===== config.mk =====
export PLATFORM = sky130hd
export DESIGN_NAME = wes_front
export DESIGN_NICKNAME = d
export VERILOG_FILES = /design/src/rtl/wes_pkg.sv /design/src/rtl/wes_front.sv
export SDC_FILE = /design/constraint.sdc
export NUM_CORES = 1
export LEC_CHECK = 0
export BUFFER_PORTS_ARGS = -buffer_cell sky130_fd_sc_hd__buf_2
export CAP_MARGIN = 15
export CELL_PAD_IN_SITES_DETAIL_PLACEMENT = 0
export CELL_PAD_IN_SITES_GLOBAL_PLACEMENT = 1
export CORE_ASPECT_RATIO = 0.6
export CORE_MARGIN = 2
export CORE_UTILIZATION = 48
export DETAILED_ROUTE_END_ITERATION = 8
export PLACE_DENSITY_LB_ADDON = 0.1
export SYNTH_ARGS = -nofsm -noshare
export SYNTH_HDL_FRONTEND = slang
export SYNTH_SLANG_ARGS = --single-unit

===== constraint.sdc =====
create_clock -name clk -period 15.7 [get_ports clk]
set_input_delay 2.355 -clock clk [delete_from_list [all_inputs] [get_ports clk]]
set_output_delay 2.355 -clock clk [all_outputs]
set_load 0.02 [all_outputs]

===== src/rtl/wes_pkg.sv =====
// wes_pkg: types, constants and helpers shared by the wave elevation blocks
// depends on nothing
package wes_pkg;

    localparam int CORDIC_STEPS = 24;
    localparam logic signed [33:0] CORDIC_START = 34'sd652032874;
    localparam logic signed [33:0] TWO_PI_Q28 = 34'sd1686629713;

    localparam logic CMD_LOAD = 1'b0;
    localparam logic CMD_EVAL = 1'b1;

    localparam logic REG_COUNT = 1'b0;

    // one request as it waits in the queue
    typedef struct packed {
        logic        cmd;
        logic [5:0]  entry_index;
        logic [15:0] amplitude;
        logic [31:0] wavenumber_x;
        logic [31:0] wavenumber_y;
        logic [31:0] angular_rate;
        logic [15:0] phase_offset;
        logic [31:0] pos_x;
        logic [31:0] pos_y;
        logic [31:0] query_time;
        logic [6:0]  term_limit;
    } item_t;

    // queue head as seen by the back end
    typedef struct packed {
        logic  valid;
        item_t item;
    } head_t;

    typedef enum logic [4:0] {
        BK_IDLE, BK_READ, BK_KX, BK_KY, BK_RT, BK_SUB, BK_ANGLE, BK_ROT, BK_QUAD,
        BK_AC, BK_AS, BK_PS, BK_PX, BK_TX, BK_SX, BK_TY, BK_SY, BK_DONE
    } bk_state_t;

    // arctangent of 2^-k in turns, 2^32 per turn
    function automatic logic signed [33:0] atan_turns(input logic [4:0] k);
        logic signed [33:0] r;
        case (k)
            5'd0:  r = 34'sd536870912;
            5'd1:  r = 34'sd316933406;
            5'd2:  r = 34'sd167458907;
            5'd3:  r = 34'sd85004756;
            5'd4:  r = 34'sd42667331;
            5'd5:  r = 34'sd21354465;
            5'd6:  r = 34'sd10679838;
            5'd7:  r = 34'sd5340245;
            5'd8:  r = 34'sd2670163;
            5'd9:  r = 34'sd1335087;
            5'd10: r = 34'sd667544;
            5'd11: r = 34'sd333772;
            5'd12: r = 34'sd166886;
            5'd13: r = 34'sd83443;
            5'd14: r = 34'sd41722;
            5'd15: r = 34'sd20861;
            5'd16: r = 34'sd10430;
            5'd17: r = 34'sd5215;
            5'd18: r = 34'sd2608;
            5'd19: r = 34'sd1304;
            5'd20: r = 34'sd652;
            5'd21: r = 34'sd326;
            5'd22: r = 34'sd163;
            5'd23: r = 34'sd81;
            default: r = 34'sd0;
        endcase
        return r;
    endfunction

    // saturate a 64-bit signed value to 32 bits
    function automatic logic [31:0] sat32(input logic signed [63:0] v);
        logic [31:0] r;
        if (v > 64'sh7FFF_FFFF)
            r = 32'h7FFF_FFFF;
        else if (v < -64'sh8000_0000)
            r = 32'h8000_0000;
        else
            r = v[31:0];
        return r;
    endfunction

endpackage


===== src/rtl/wes_front.sv =====
// wes_front: accepts requests and holds them in a two-entry queue
// depends on wes_pkg
module wes_front (
    input  logic            clk,
    input  logic            rst_n,
    input  logic            start,
    input  wes_pkg::item_t  item,
    output logic            busy,
    output wes_pkg::head_t  head,
    input  logic            pop
);
    import wes_pkg::*;

    item_t      slot_reg [2];
    logic       wr_ptr_reg, wr_ptr_next;
    logic       rd_ptr_reg, rd_ptr_next;
    logic [1:0] fill_reg, fill_next;
    logic       push, do_pop;

    // queue control
    always_comb
    begin
        busy        = (fill_reg == 2'd2);
        push        = start && !busy;
        do_pop      = pop && (fill_reg != 2'd0);
        wr_ptr_next = wr_ptr_reg ^ push;
        rd_ptr_next = rd_ptr_reg ^ do_pop;
        fill_next   = fill_reg + {1'b0, push} - {1'b0, do_pop};
        head.valid  = (fill_reg != 2'd0);
        head.item   = slot_reg[rd_ptr_reg];
    end

    always_ff @(posedge clk or negedge rst_n)
    begin
        if (!rst_n)
        begin
            wr_ptr_reg <= 1'b0;
            rd_ptr_reg <= 1'b0;
            fill_reg   <= 2'd0;
        end
        else
        begin
            wr_ptr_reg <= wr_ptr_next;
            rd_ptr_reg <= rd_ptr_next;
            fill_reg   <= fill_next;
        end
    end

    // queue storage
    always_ff @(posedge clk)
    begin
        if (push)
            slot_reg[wr_ptr_reg] <= item;
    end

endmodule


Word-level counts from Yosys, hierarchy flattened
Memory sizes are Yosys's and may differ from the RTL's. Cells that the tools add are included.

Flip-flop bits (word level): 4. Memory bits (writable): 476. Input port bits: 242. Output and inout bits: 240. Logic and storage cells: 15. Memories: 1.

Memory list: slot_reg (depth 2, width 238, read ports 1, clocked after Yosys merged registers in 0, wr ports 1, line wes_front.sv:14) `item_t slot_reg [2];`.

Add/subtract/negate cells: 2. Equal/unequal tests: 1. Mux-type cells: 2. Bitwise gates (word level): 2. Reduce and logical (&&, ||, !) cells: 4.

Operators by type and width (number): adder 2 x 1 -> 2 bit (1); == test 2 bit (second input constant) (1); logical AND 1 bit (2); 2-to-1 mux 1 bit (2); nonzero test 2 bit (1); subtractor 2 x 1 -> 2 bit (1); XOR 1 bit (2); zero test 1 bit (1).

Logic depth before layout (Yosys ltp)
Gate-level depths: netlist of the first run.

Word-level depth: 5. Mapped depth: 7. Depth with buffers taken out: 7.

Worst setup path after synthesis of the first run
No wires, ideal clock.

Kind: input to register. From: in start. To: mem slot_reg[1][0] (netlist bit) (enable). Arrival: 7973 ps. Required time: 15070 ps. Path slack: 7097 ps. Cell stages on the path: 2. Buffers on the path: 0. Cell sequence: and2_1 -> ha_1.

Word-level cells in the longest chain between the ends: 3.

Ends and longest elaborated chain: start: declaration (line wes_front.sv:6) `input logic start,`; logical AND 1 bit (line wes_front.sv:24) `push = start && !busy;`; 2-to-1 mux 1 bit (line wes_front.sv:52) `if (push)`; 2-to-1 mux 1 bit (not written as such) (line wes_front.sv:53) `slot_reg[wr_ptr_reg] <= item;`; end: declaration (line wes_front.sv:14).

Every way passes these cells.

==> summary.txt, run 1 <==
Final Power: 4430 uW
Tmin final: 6.07 ns
CTS sink count: 480
HP Class: register to register
largest net degree at the start of global routing: 78
ys async rst share: 0.833%
number of flip-flops in the largest register: 476
Synth top cells by count: edfxtp_1, mux2_4, mux2_2
worst path cell trace: buf_4 -> buf_4 -> mux2_4 -> buf_2
EDFF count, synth: 476
total wire length: 39,000 microns
Num CTS Buffers: 45
fin nets: 1,518
H-tree Lvls: 2
delay-heaviest family, CP: buffers and inverters
Setup Fix Bufs, Post-CTS: 0
critical path startpoint category: register
final setup fails: 0
Mapped Cells: 761
Initial Util: 48.6%
Worst-Skew Late Latency: 0.55 ns
die area: 39,700 sq um
worst hold stages: 1
Initial DRT Pass Iterations: 4
Clock Skews: 0.0209 ns
Peak VDD IR: 92.0 uV
Core Footprint: 37,600 sq um
PostCTS Resize Cnt: 0
Cell Area, Synth: 18,300 sq um
routed len/inst: 21.4 microns
ys flop type: edfxtp_1
worst stage delay on the critical path: 0.95 ns
power per cell area: 197 nW/um^2
Fmax: 165 MHz
Yosys top cell by area: edfxtp_1
actual slew at the worst max-slew pin: 1.09 ns
routed vias/inst: 4.85
grt total ovfl: 0
# port buffers: 481
Yosys cell types: 17
Max-Cap Viols: 0
first-pass GRT wire length: 55,300 microns
# fillers: 2,952
DRC: 0
# rows: 55
routability cong.: 0.790
most frequent CP cell: buf_4
CP max FO: 51
cts hold-fix bufs: 0
unrepaired setup endpoints after global routing: false
GRT Util Overall: 18.8%
Leak: 0.00894 uW
CTS tree: done
fin crit share: 38.7%
CTS clk-pin slew, worst paths: 0.07 ns
DR iter-0 viols: 509
worst slew margin relative to its limit: 27.1%
path type of the worst setup path: register to output port
vias in the first global route: 8,930
Setup TNS Final: 0 ns
CP endpoint kind: output port
Final Hold Viols: 0
post-synthesis register bit count: 480
synth top area cells: edfxtp_1, mux2_4, mux2_2
routed wl met2: 20,300 microns
initial antenna violation count: 7
Levels on crit path: 4
Routed Antenna Nets: 0
outcome: completed
max-slew violation count: 0
DP Wirelength: 26,800 microns
fraction of layout cells with a size suffix above 1: 60.6%
io pins: 482
worst reg-to-reg path cell count: 5
sequential area share after synthesis: 78.7%
Yosys top cell area share: 78.1%
count leader, synth: edfxtp_1
Buf+Inv Stages, Crit Path: 3
Die Ht: 155 microns
wire length on met3: 2670 microns
P&R area growth vs syn: 22.7%
Clock Path Buffers: 3
synth warn: 0
crit path max-delay cell type: dfrtp_4
Max Used Layer: met5
Die X: 256 microns
root buf cell: clkbuf_16
vias: 8,856
crit path DAT: 3.72 ns
syn_nets: 1,007
M1 wire length: 15,400 microns
Worst EP required: 13.35 ns
Syn Area/Cell: 24.0 sq um
[cells by family after synthesis]
| logic type | count (synthesis) | share of synthesized area (%) |
|---|---|---|
| flops | 480 | 78.7 |
| mux | 238 | 18.8 |
| buf+inv | 31 | 1.95 |
| fa+ha+maj | 4 | 0.274 |
| simple gates | 4 | 0.123 |
| xor+xnor | 3 | 0.144 |
| compound gates | 1 | 0.0410 |
[worst paths after layout]
path / startpoint / endpoint / slack, ns
worst max register to register: fill_reg[0]$_DFF_PN0_ / slot_reg[1][164]$_DFFE_PP_ / 12.13
worst min-delay path: fill_reg[1]$_DFF_PN0_ / fill_reg[1]$_DFF_PN0_ / 0.53
max in group asynchronous: rst_n / rd_ptr_reg$_DFF_PN0_ / 13.96
min in group asynchronous: rst_n / wr_ptr_reg$_DFF_PN0_ / 1.60
worst max-delay path: rd_ptr_reg$_DFF_PN0_ / head[168] / 9.63
worst min register to register: fill_reg[1]$_DFF_PN0_ / fill_reg[1]$_DFF_PN0_ / 0.53
[layout make-up]
cell class / instances / area (sq um) / share of cell area [%]
multi-input combinational: 250 / 3570 / 15.9
antenna: 5 / 12.5 / 0.0557
inverter: 4 / 15.0 / 0.0669
clock inverter: 20 / 92.6 / 0.412
clock buffer: 62 / 1240 / 5.53
timing repair buffer: 491 / 2480 / 11.1
sequential: 480 / 14400 / 64.1
tap: 513 / 642 / 2.86
[routing by layer]
layer / track usage, % / vias to the layer above
li1: - / 4062
met2: 32.9 / 260
met5: 0 / -
met4: 4.51 / 4
met1: 22.9 / 4479
met3: 5.91 / 51
[power breakdown]
part / switching [uW] / total [uW] / internal (uW)
Sequential: 97.2 / 1850 / 1760
Combinational: 910 / 1580 / 671
Clock: 444 / 997 / 553
Total: 1450 / 4430 / 2980
[placed cells by master (no fill, tap or decap), types with 2 or more instances in the layout]
cell,instances
edfxtp_1,476
ha_1,2
xnor2_1,2
buf_4,10
clkbuf_1,14
buf_2,481
clkinv_1,9
dfrtp_1,3
diode_2,5
inv_1,4
mux2_2,36
clkinv_2,10
ha_4,2
mux2_4,202
clkbuf_16,47
[per-stage QoR]
step | setup WS [ns] | instances | area (sq um) | hold WS, ns | util (%)
4_1_cts | 9.56 | 1820 | 22400 | 0.539 | 59.6
2_1_floorplan | 7.10 | 761 | 18300 | 0.481 | -
3_5_place_dp | 10.17 | 1738 | 21100 | 0.527 | 56.1
6_report | 9.63 | 1825 | 22500 | 0.534 | 59.7
5_1_grt | 9.46 | 1823 | 22400 | 0.578 | 59.6
3_3_place_gp | 10.20 | 1738 | 21100 | 0.530 | 56.1
Power figures use the tool's default switching activity.
==> run 2: changes to the inputs <==
--- a/config.mk
+++ b/config.mk
@@ -11,7 +11,7 @@
 export CELL_PAD_IN_SITES_GLOBAL_PLACEMENT = 1
 export CORE_ASPECT_RATIO = 0.6
 export CORE_MARGIN = 2
-export CORE_UTILIZATION = 48
+export CORE_UTILIZATION = 45
 export DETAILED_ROUTE_END_ITERATION = 8
 export PLACE_DENSITY_LB_ADDON = 0.1
 export SYNTH_ARGS = -nofsm -noshare
==> constraint.sdc (replaced) <==
create_clock -name clk -period 5.84 [get_ports clk]
set_input_delay 0.876 -clock clk [delete_from_list [all_inputs] [get_ports clk]]
set_output_delay 0.876 -clock clk [all_outputs]
set_load 0.02 [all_outputs]
==> run 2 against run 1 <==
Against the previous run: utilization decreased by 3.3 points; die area increased by 6.5%; clock power increased to 3.0 times the previous value; global-route usage decreased by 1.0 points; critical path depth unchanged; sequential cell count unchanged; critical path type unchanged; largest cell class unchanged.
==> summary.txt, run 2 (synthesized netlist as in run 1, its figures left out) <==
number of flip-flops in the largest register: 476
actual slew at the worst max-slew pin: 0.945 ns
worst path cell trace: buf_4 -> buf_4 -> mux2_2 -> buf_2
fraction of layout cells with a size suffix above 1: 60.9%
Die Ht: 160 microns
R2R setup slack: 3.21 ns
Non-Filler Instances: 1,844
P&R area growth vs syn: 24.1%
cts hold-fix bufs: 0
Tmin final: 3.71 ns
Initial Util: 45.4%
worst slew margin relative to its limit: 37.0%
worst stage delay on the critical path: 0.66 ns
path type of the worst setup path: register to output port
worst reg-to-reg path cell count: 4
routed len/inst: 21.0 microns
root buf cell: clkbuf_16
CTS clk-pin slew, worst paths: 0.06 ns
Core Footprint: 40,300 sq um
fin crit share: 63.5%
# rows: 57
total wire length: 38,700 microns
vias: 8,868
commonest non-fill, non-tap cells in the layout: buf_2, edfxtp_1, mux2_4
Worst EP required: 4.96 ns
outcome: completed
vias in the first global route: 8,986
Final Hold Viols: 0
FF-to-FF End: slot_reg[0][231]$_DFFE_PP_
worst r2r src: fill_reg[1]$_DFF_PN0_
Fmax: 270 MHz
initial antenna violation count: 10
Num CTS Buffers: 46
PostCTS Resize Cnt: 0
CTS sink count: 480
Initial DRT Pass Iterations: 6
fin nets: 1,518
die area: 42,300 sq um
DP Wirelength: 25,500 microns
routed vias/inst: 4.81
DRC: 0
CTS tree: done
power per cell area: 539 nW/um^2
DR iter-0 viols: 623
# port buffers: 481
Final Power: 12,200 uW
commonest non-fill, non-tap cell in the layout: buf_2
largest net degree at the start of global routing: 95
crit path max-delay cell type: buf_4
Max-Cap Viols: 0
GRT Util Overall: 17.7%
placed cells: 1,755
# fillers: 3,137
Die X: 264 microns
final setup margin: 2.13 ns
unrepaired setup endpoints after global routing: false
critical path startpoint category: register
dpl ws: 2.67 ns
max-slew violation count: 0
Setup Fix Bufs, Post-CTS: 0
crit path DAT: 2.83 ns
grt total ovfl: 0
HP Class: primary input to asynchronous set/reset pin
routability cong.: 0.746
most frequent CP cell: buf_4
Peak VDD IR: 284 uV
Routed Antenna Nets: 0
CP endpoint kind: output port
H-tree Lvls: 2
final setup fails: 0
Clock Skews: 0.0109 ns
Worst-Skew Late Latency: 0.55 ns
Leak: 0.00904 uW
io pins: 482
Clock Path Buffers: 3
Setup TNS Final: 0 ns
first-pass GRT wire length: 56,200 microns
CP max FO: 38
run 2: cell types whose count changed in the layout (fill, tap and decap cells not counted), sizes merged:
cell / previous run / this run
bufinv: 0 / 5
clkbuf: 62 / 59
clkinv: 19 / 21
buf: 491 / 490
diode: 5 / 4
inv: 5 / 4
run 2: worst max-delay path, delay by kind of cell (launching register included):
| kind | cells | cell delay [ns] |
|---|---|---|
| buffers and inverters | 3 | 1.38 |
| DFF | 1 | 0.43 |
| muxes | 1 | 0.41 |
run 2: final cells by class:
type | instances | area, sq um | share of cell area [%]
sequential | 480 | 14400 | 63.4
multi-input combinational | 250 | 3570 | 15.7
timing repair buffer | 490 | 2540 | 11.2
clock buffer | 59 | 1260 | 5.57
tap | 531 | 664 | 2.93
clock inverter | 26 | 243 | 1.07
inverter | 4 | 15.0 | 0.0661
antenna | 4 | 10.0 | 0.0441
run 2: where the power goes:
group / internal, uW / leakage [uW] / total (uW) / switching, uW
combinational: 1820 / 0.00383 / 4370 / 2550
clock: 1750 / 0.000745 / 2980 / 1240
sequential: 4710 / 0.00447 / 4880 / 172
run 2: per-stage QoR:
| stage | cell area [sq um] | utilization [%] | hold slack [ns] |
|---|---|---|---|
| after floorplan | 18300 | - | 0.481 |
| after global placement | 21200 | 52.6 | 0.522 |
| after detailed placement | 21200 | 52.6 | 0.515 |
| after CTS | 22700 | 56.3 | 0.106 |
| after global routing | 22700 | 56.3 | 0.104 |
| final | 22700 | 56.3 | 0.138 |
run 2: metal layers:
layer  routed length (microns)  global-route usage [%]
met2                     19300                    29.9
met4                       804                    4.55
met3                      2960                    6.43
met1                     15600                    21.8
met5                        68                       0
run 2: how the worst max path moves through the flow:
stage | from | to | slack, ns | depth (start not counted)
finish | rd_ptr_reg$_DFF_PN0_ | head[10] | 2.13 | 4
global route | rd_ptr_reg$_DFF_PN0_ | head[12] | 1.99 | 4
CTS | rd_ptr_reg$_DFF_PN0_ | head[6] | 2.07 | 4
detailed placement | rd_ptr_reg$_DFF_PN0_ | head[6] | 2.67 | 4
global placement | rd_ptr_reg$_DFF_PN0_ | head[113] | 2.70 | 4
floorplan | start | slot_reg[1][0]$_DFFE_PP_ | -1.28 | 2
==> run 3: changes to the inputs <==
--- a/config.mk
+++ b/config.mk
@@ -11,7 +11,7 @@
 export CELL_PAD_IN_SITES_GLOBAL_PLACEMENT = 1
 export CORE_ASPECT_RATIO = 0.6
 export CORE_MARGIN = 2
-export CORE_UTILIZATION = 45
+export CORE_UTILIZATION = 41
 export DETAILED_ROUTE_END_ITERATION = 8
 export PLACE_DENSITY_LB_ADDON = 0.1
 export SYNTH_ARGS = -nofsm -noshare
==> constraint.sdc (replaced) <==
create_clock -name clk -period 3.1 [get_ports clk]
set_input_delay 0.465 -clock clk [delete_from_list [all_inputs] [get_ports clk]]
set_output_delay 0.465 -clock clk [all_outputs]
set_load 0.02 [all_outputs]
==> run 3 against run 2 <==
Against the previous run: clock power up 87%; non-clock buffer count up 5; final cell count up 2.9%; highest routed layer unchanged; worst hold slack worse by 0.031 ns; combinational power up 90%; utilization down 4.0 points; total power up 89%; largest cell class unchanged; critical path type unchanged; sequential share of layout area down 0.53 points; sequential power up 89%; critical endpoint is now head[69].
==> summary.txt, run 3 (synthesized netlist as in run 1, its figures left out) <==
Flop pwr share: 40.0%
Routed Antenna Nets: 0
delay-heaviest family, CP: flip-flops
final setup margin: 0.394 ns
Clock Skews: 0.0158 ns
crit path DAT: 2.24 ns
outcome: completed
worst reg-to-reg path cell count: 4
Leak: 0.00909 uW
DP Wirelength: 26,800 microns
Peak VDD IR: 653 uV
initial antenna violation count: 11
commonest non-fill, non-tap cell in the layout: buf_2
Die X: 277 microns
first-pass GRT wire length: 57,800 microns
vias: 8,797
GRT Util Overall: 16.6%
unrepaired setup endpoints after global routing: false
critical path startpoint category: register
CP endpoint kind: output port
Worst EP required: 2.63 ns
crit path max-delay cell type: dfrtp_4
Fmax: 370 MHz
Cell Int Power: 15,700 uW
worst path cell trace: buf_12 -> mux2_4 -> buf_2
number of flip-flops in the largest register: 476
worst stage delay on the critical path: 0.64 ns
combinational share of power: 36.0%
vias in the first global route: 9,135
dpl ws: 0.968 ns
H-tree Lvls: 2
CTS clk-pin slew, worst paths: 0.06 ns
path type of the worst setup path: register to output port
Final Hold Viols: 0
routed vias/inst: 4.63
fraction of layout cells with a size suffix above 1: 61.0%
routability cong.: 0.779
clock power share: 24.0%
Num CTS Buffers: 46
Setup TNS Final: 0 ns
Sw Share: 32.2%
routed len/inst: 20.8 microns
hold_ws: 0.106 ns
io pins: 482
DR iter-0 viols: 468
Core Footprint: 43,700 sq um
CTS tree: done
CTS sink count: 480
worst slew margin relative to its limit: 63.3%
# fillers: 3,600
worst r2r src: fill_reg[0]$_DFF_PN0_
Tmin final: 2.71 ns
CP max FO: 63
# rows: 59
commonest non-fill, non-tap cells in the layout: buf_2, edfxtp_1, mux2_4
fin nets: 1,523
fin crit share: 87.3%
Initial DRT Pass Iterations: 5
die area: 46,400 sq um
Levels on crit path: 3
total wire length: 39,400 microns
Clock Path Buffers: 3
Initial Util: 41.9%
switching power total: 7440 uW
Final Power: 23,100 uW
PostCTS Resize Cnt: 0
grt total ovfl: 0
Seq. cell area: 14,400 sq um
power per cell area: 1010 nW/um^2
P&R area growth vs syn: 25.1%
Die Ht: 168 microns
Worst Setup SP: rd_ptr_reg$_DFF_PN0_
DRC: 0
largest net degree at the start of global routing: 67
root buf cell: clkbuf_16
HP Class: primary input to register
R2R setup slack: 1.12 ns
final setup fails: 0
max-slew violation count: 0
Worst-Skew Late Latency: 0.54 ns
FF-to-FF End: slot_reg[1][180]$_DFFE_PP_
# port buffers: 481
final core utilization: 52.4%
Critical Path End: head[69]
actual slew at the worst max-slew pin: 0.551 ns
area of the multi-input gates: 3570 sq um
Buf+Inv Stages, Crit Path: 2
Max-Cap Viols: 0
==> run 3: cell count changes in the layout (fill, tap and decap cells not counted) <==
cell,before,now
clkinv_4,0,1
buf_12,5,12
dlygate4sd3_1,0,1
clkinv_2,11,9
diode_2,4,7
clkbuf_1,10,7
buf_4,4,1
clkinv_1,10,12
==> run 3: per-layer routing <==
metal | track usage, % | routed length [microns]
met3 | 5.73 | 3100
met2 | 27.9 | 19700
met5 | 0 | 66
met4 | 4.16 | 743
met1 | 20.7 | 15800
==> run 3: power by group through the flow <==
| stage | Sequential (uW) | Clock (uW) | Combinational, uW |
|---|---|---|---|
| finish | 9240 | 5560 | 8310 |
| global route | 9370 | 5990 | 8800 |
| CTS | 9250 | 5740 | 8490 |
| detailed placement | 9390 | 0 | 8460 |
| global placement | 9350 | 0 | 8480 |
| floorplan | 9420 | 0 | 6170 |
==> run 3: layout make-up <==
class | count | share of cell area, %
antenna | 7 | 0.0765
clock buffer | 56 | 5.47
clock inverter | 27 | 1.09
inverter | 4 | 0.0656
multi-input combinational | 250 | 15.6
sequential | 480 | 62.9
tap | 579 | 3.16
timing repair buffer | 495 | 11.6
==> run 3: timing repair <==
item / CTS / global route
hold endpoints to repair: 4 / 0
hold buffers: 1 / 0
setup endpoints to repair: 0 / 0
setup buffers: 0 / 0
==> run 3: worst min path at each step <==
| stage | start | endpoint | slack (ns) | cells past startpoint |
|---|---|---|---|---|
| final | item[141] | slot_reg[1][141]$_DFFE_PP_ | 0.11 | 1 |
| after global routing | item[139] | slot_reg[1][139]$_DFFE_PP_ | 0.07 | 1 |
| after CTS | item[155] | slot_reg[1][155]$_DFFE_PP_ | 0.07 | 1 |
| after detailed placement | rst_n | fill_reg[1]$_DFF_PN0_ | 0.28 | 1 |
| after global placement | rst_n | fill_reg[1]$_DFF_PN0_ | 0.28 | 1 |
| after floorplan | rst_n | fill_reg[0]$_DFF_PN0_ | 0.17 | 0 |
==> run 3: per-stage QoR <==
stage               cell area (sq um)  instances
global route                    22900       1896
finish                          22900       1898
global placement                21400       1807
CTS                             22900       1891
floorplan                       18300        761
detailed placement              21400       1807
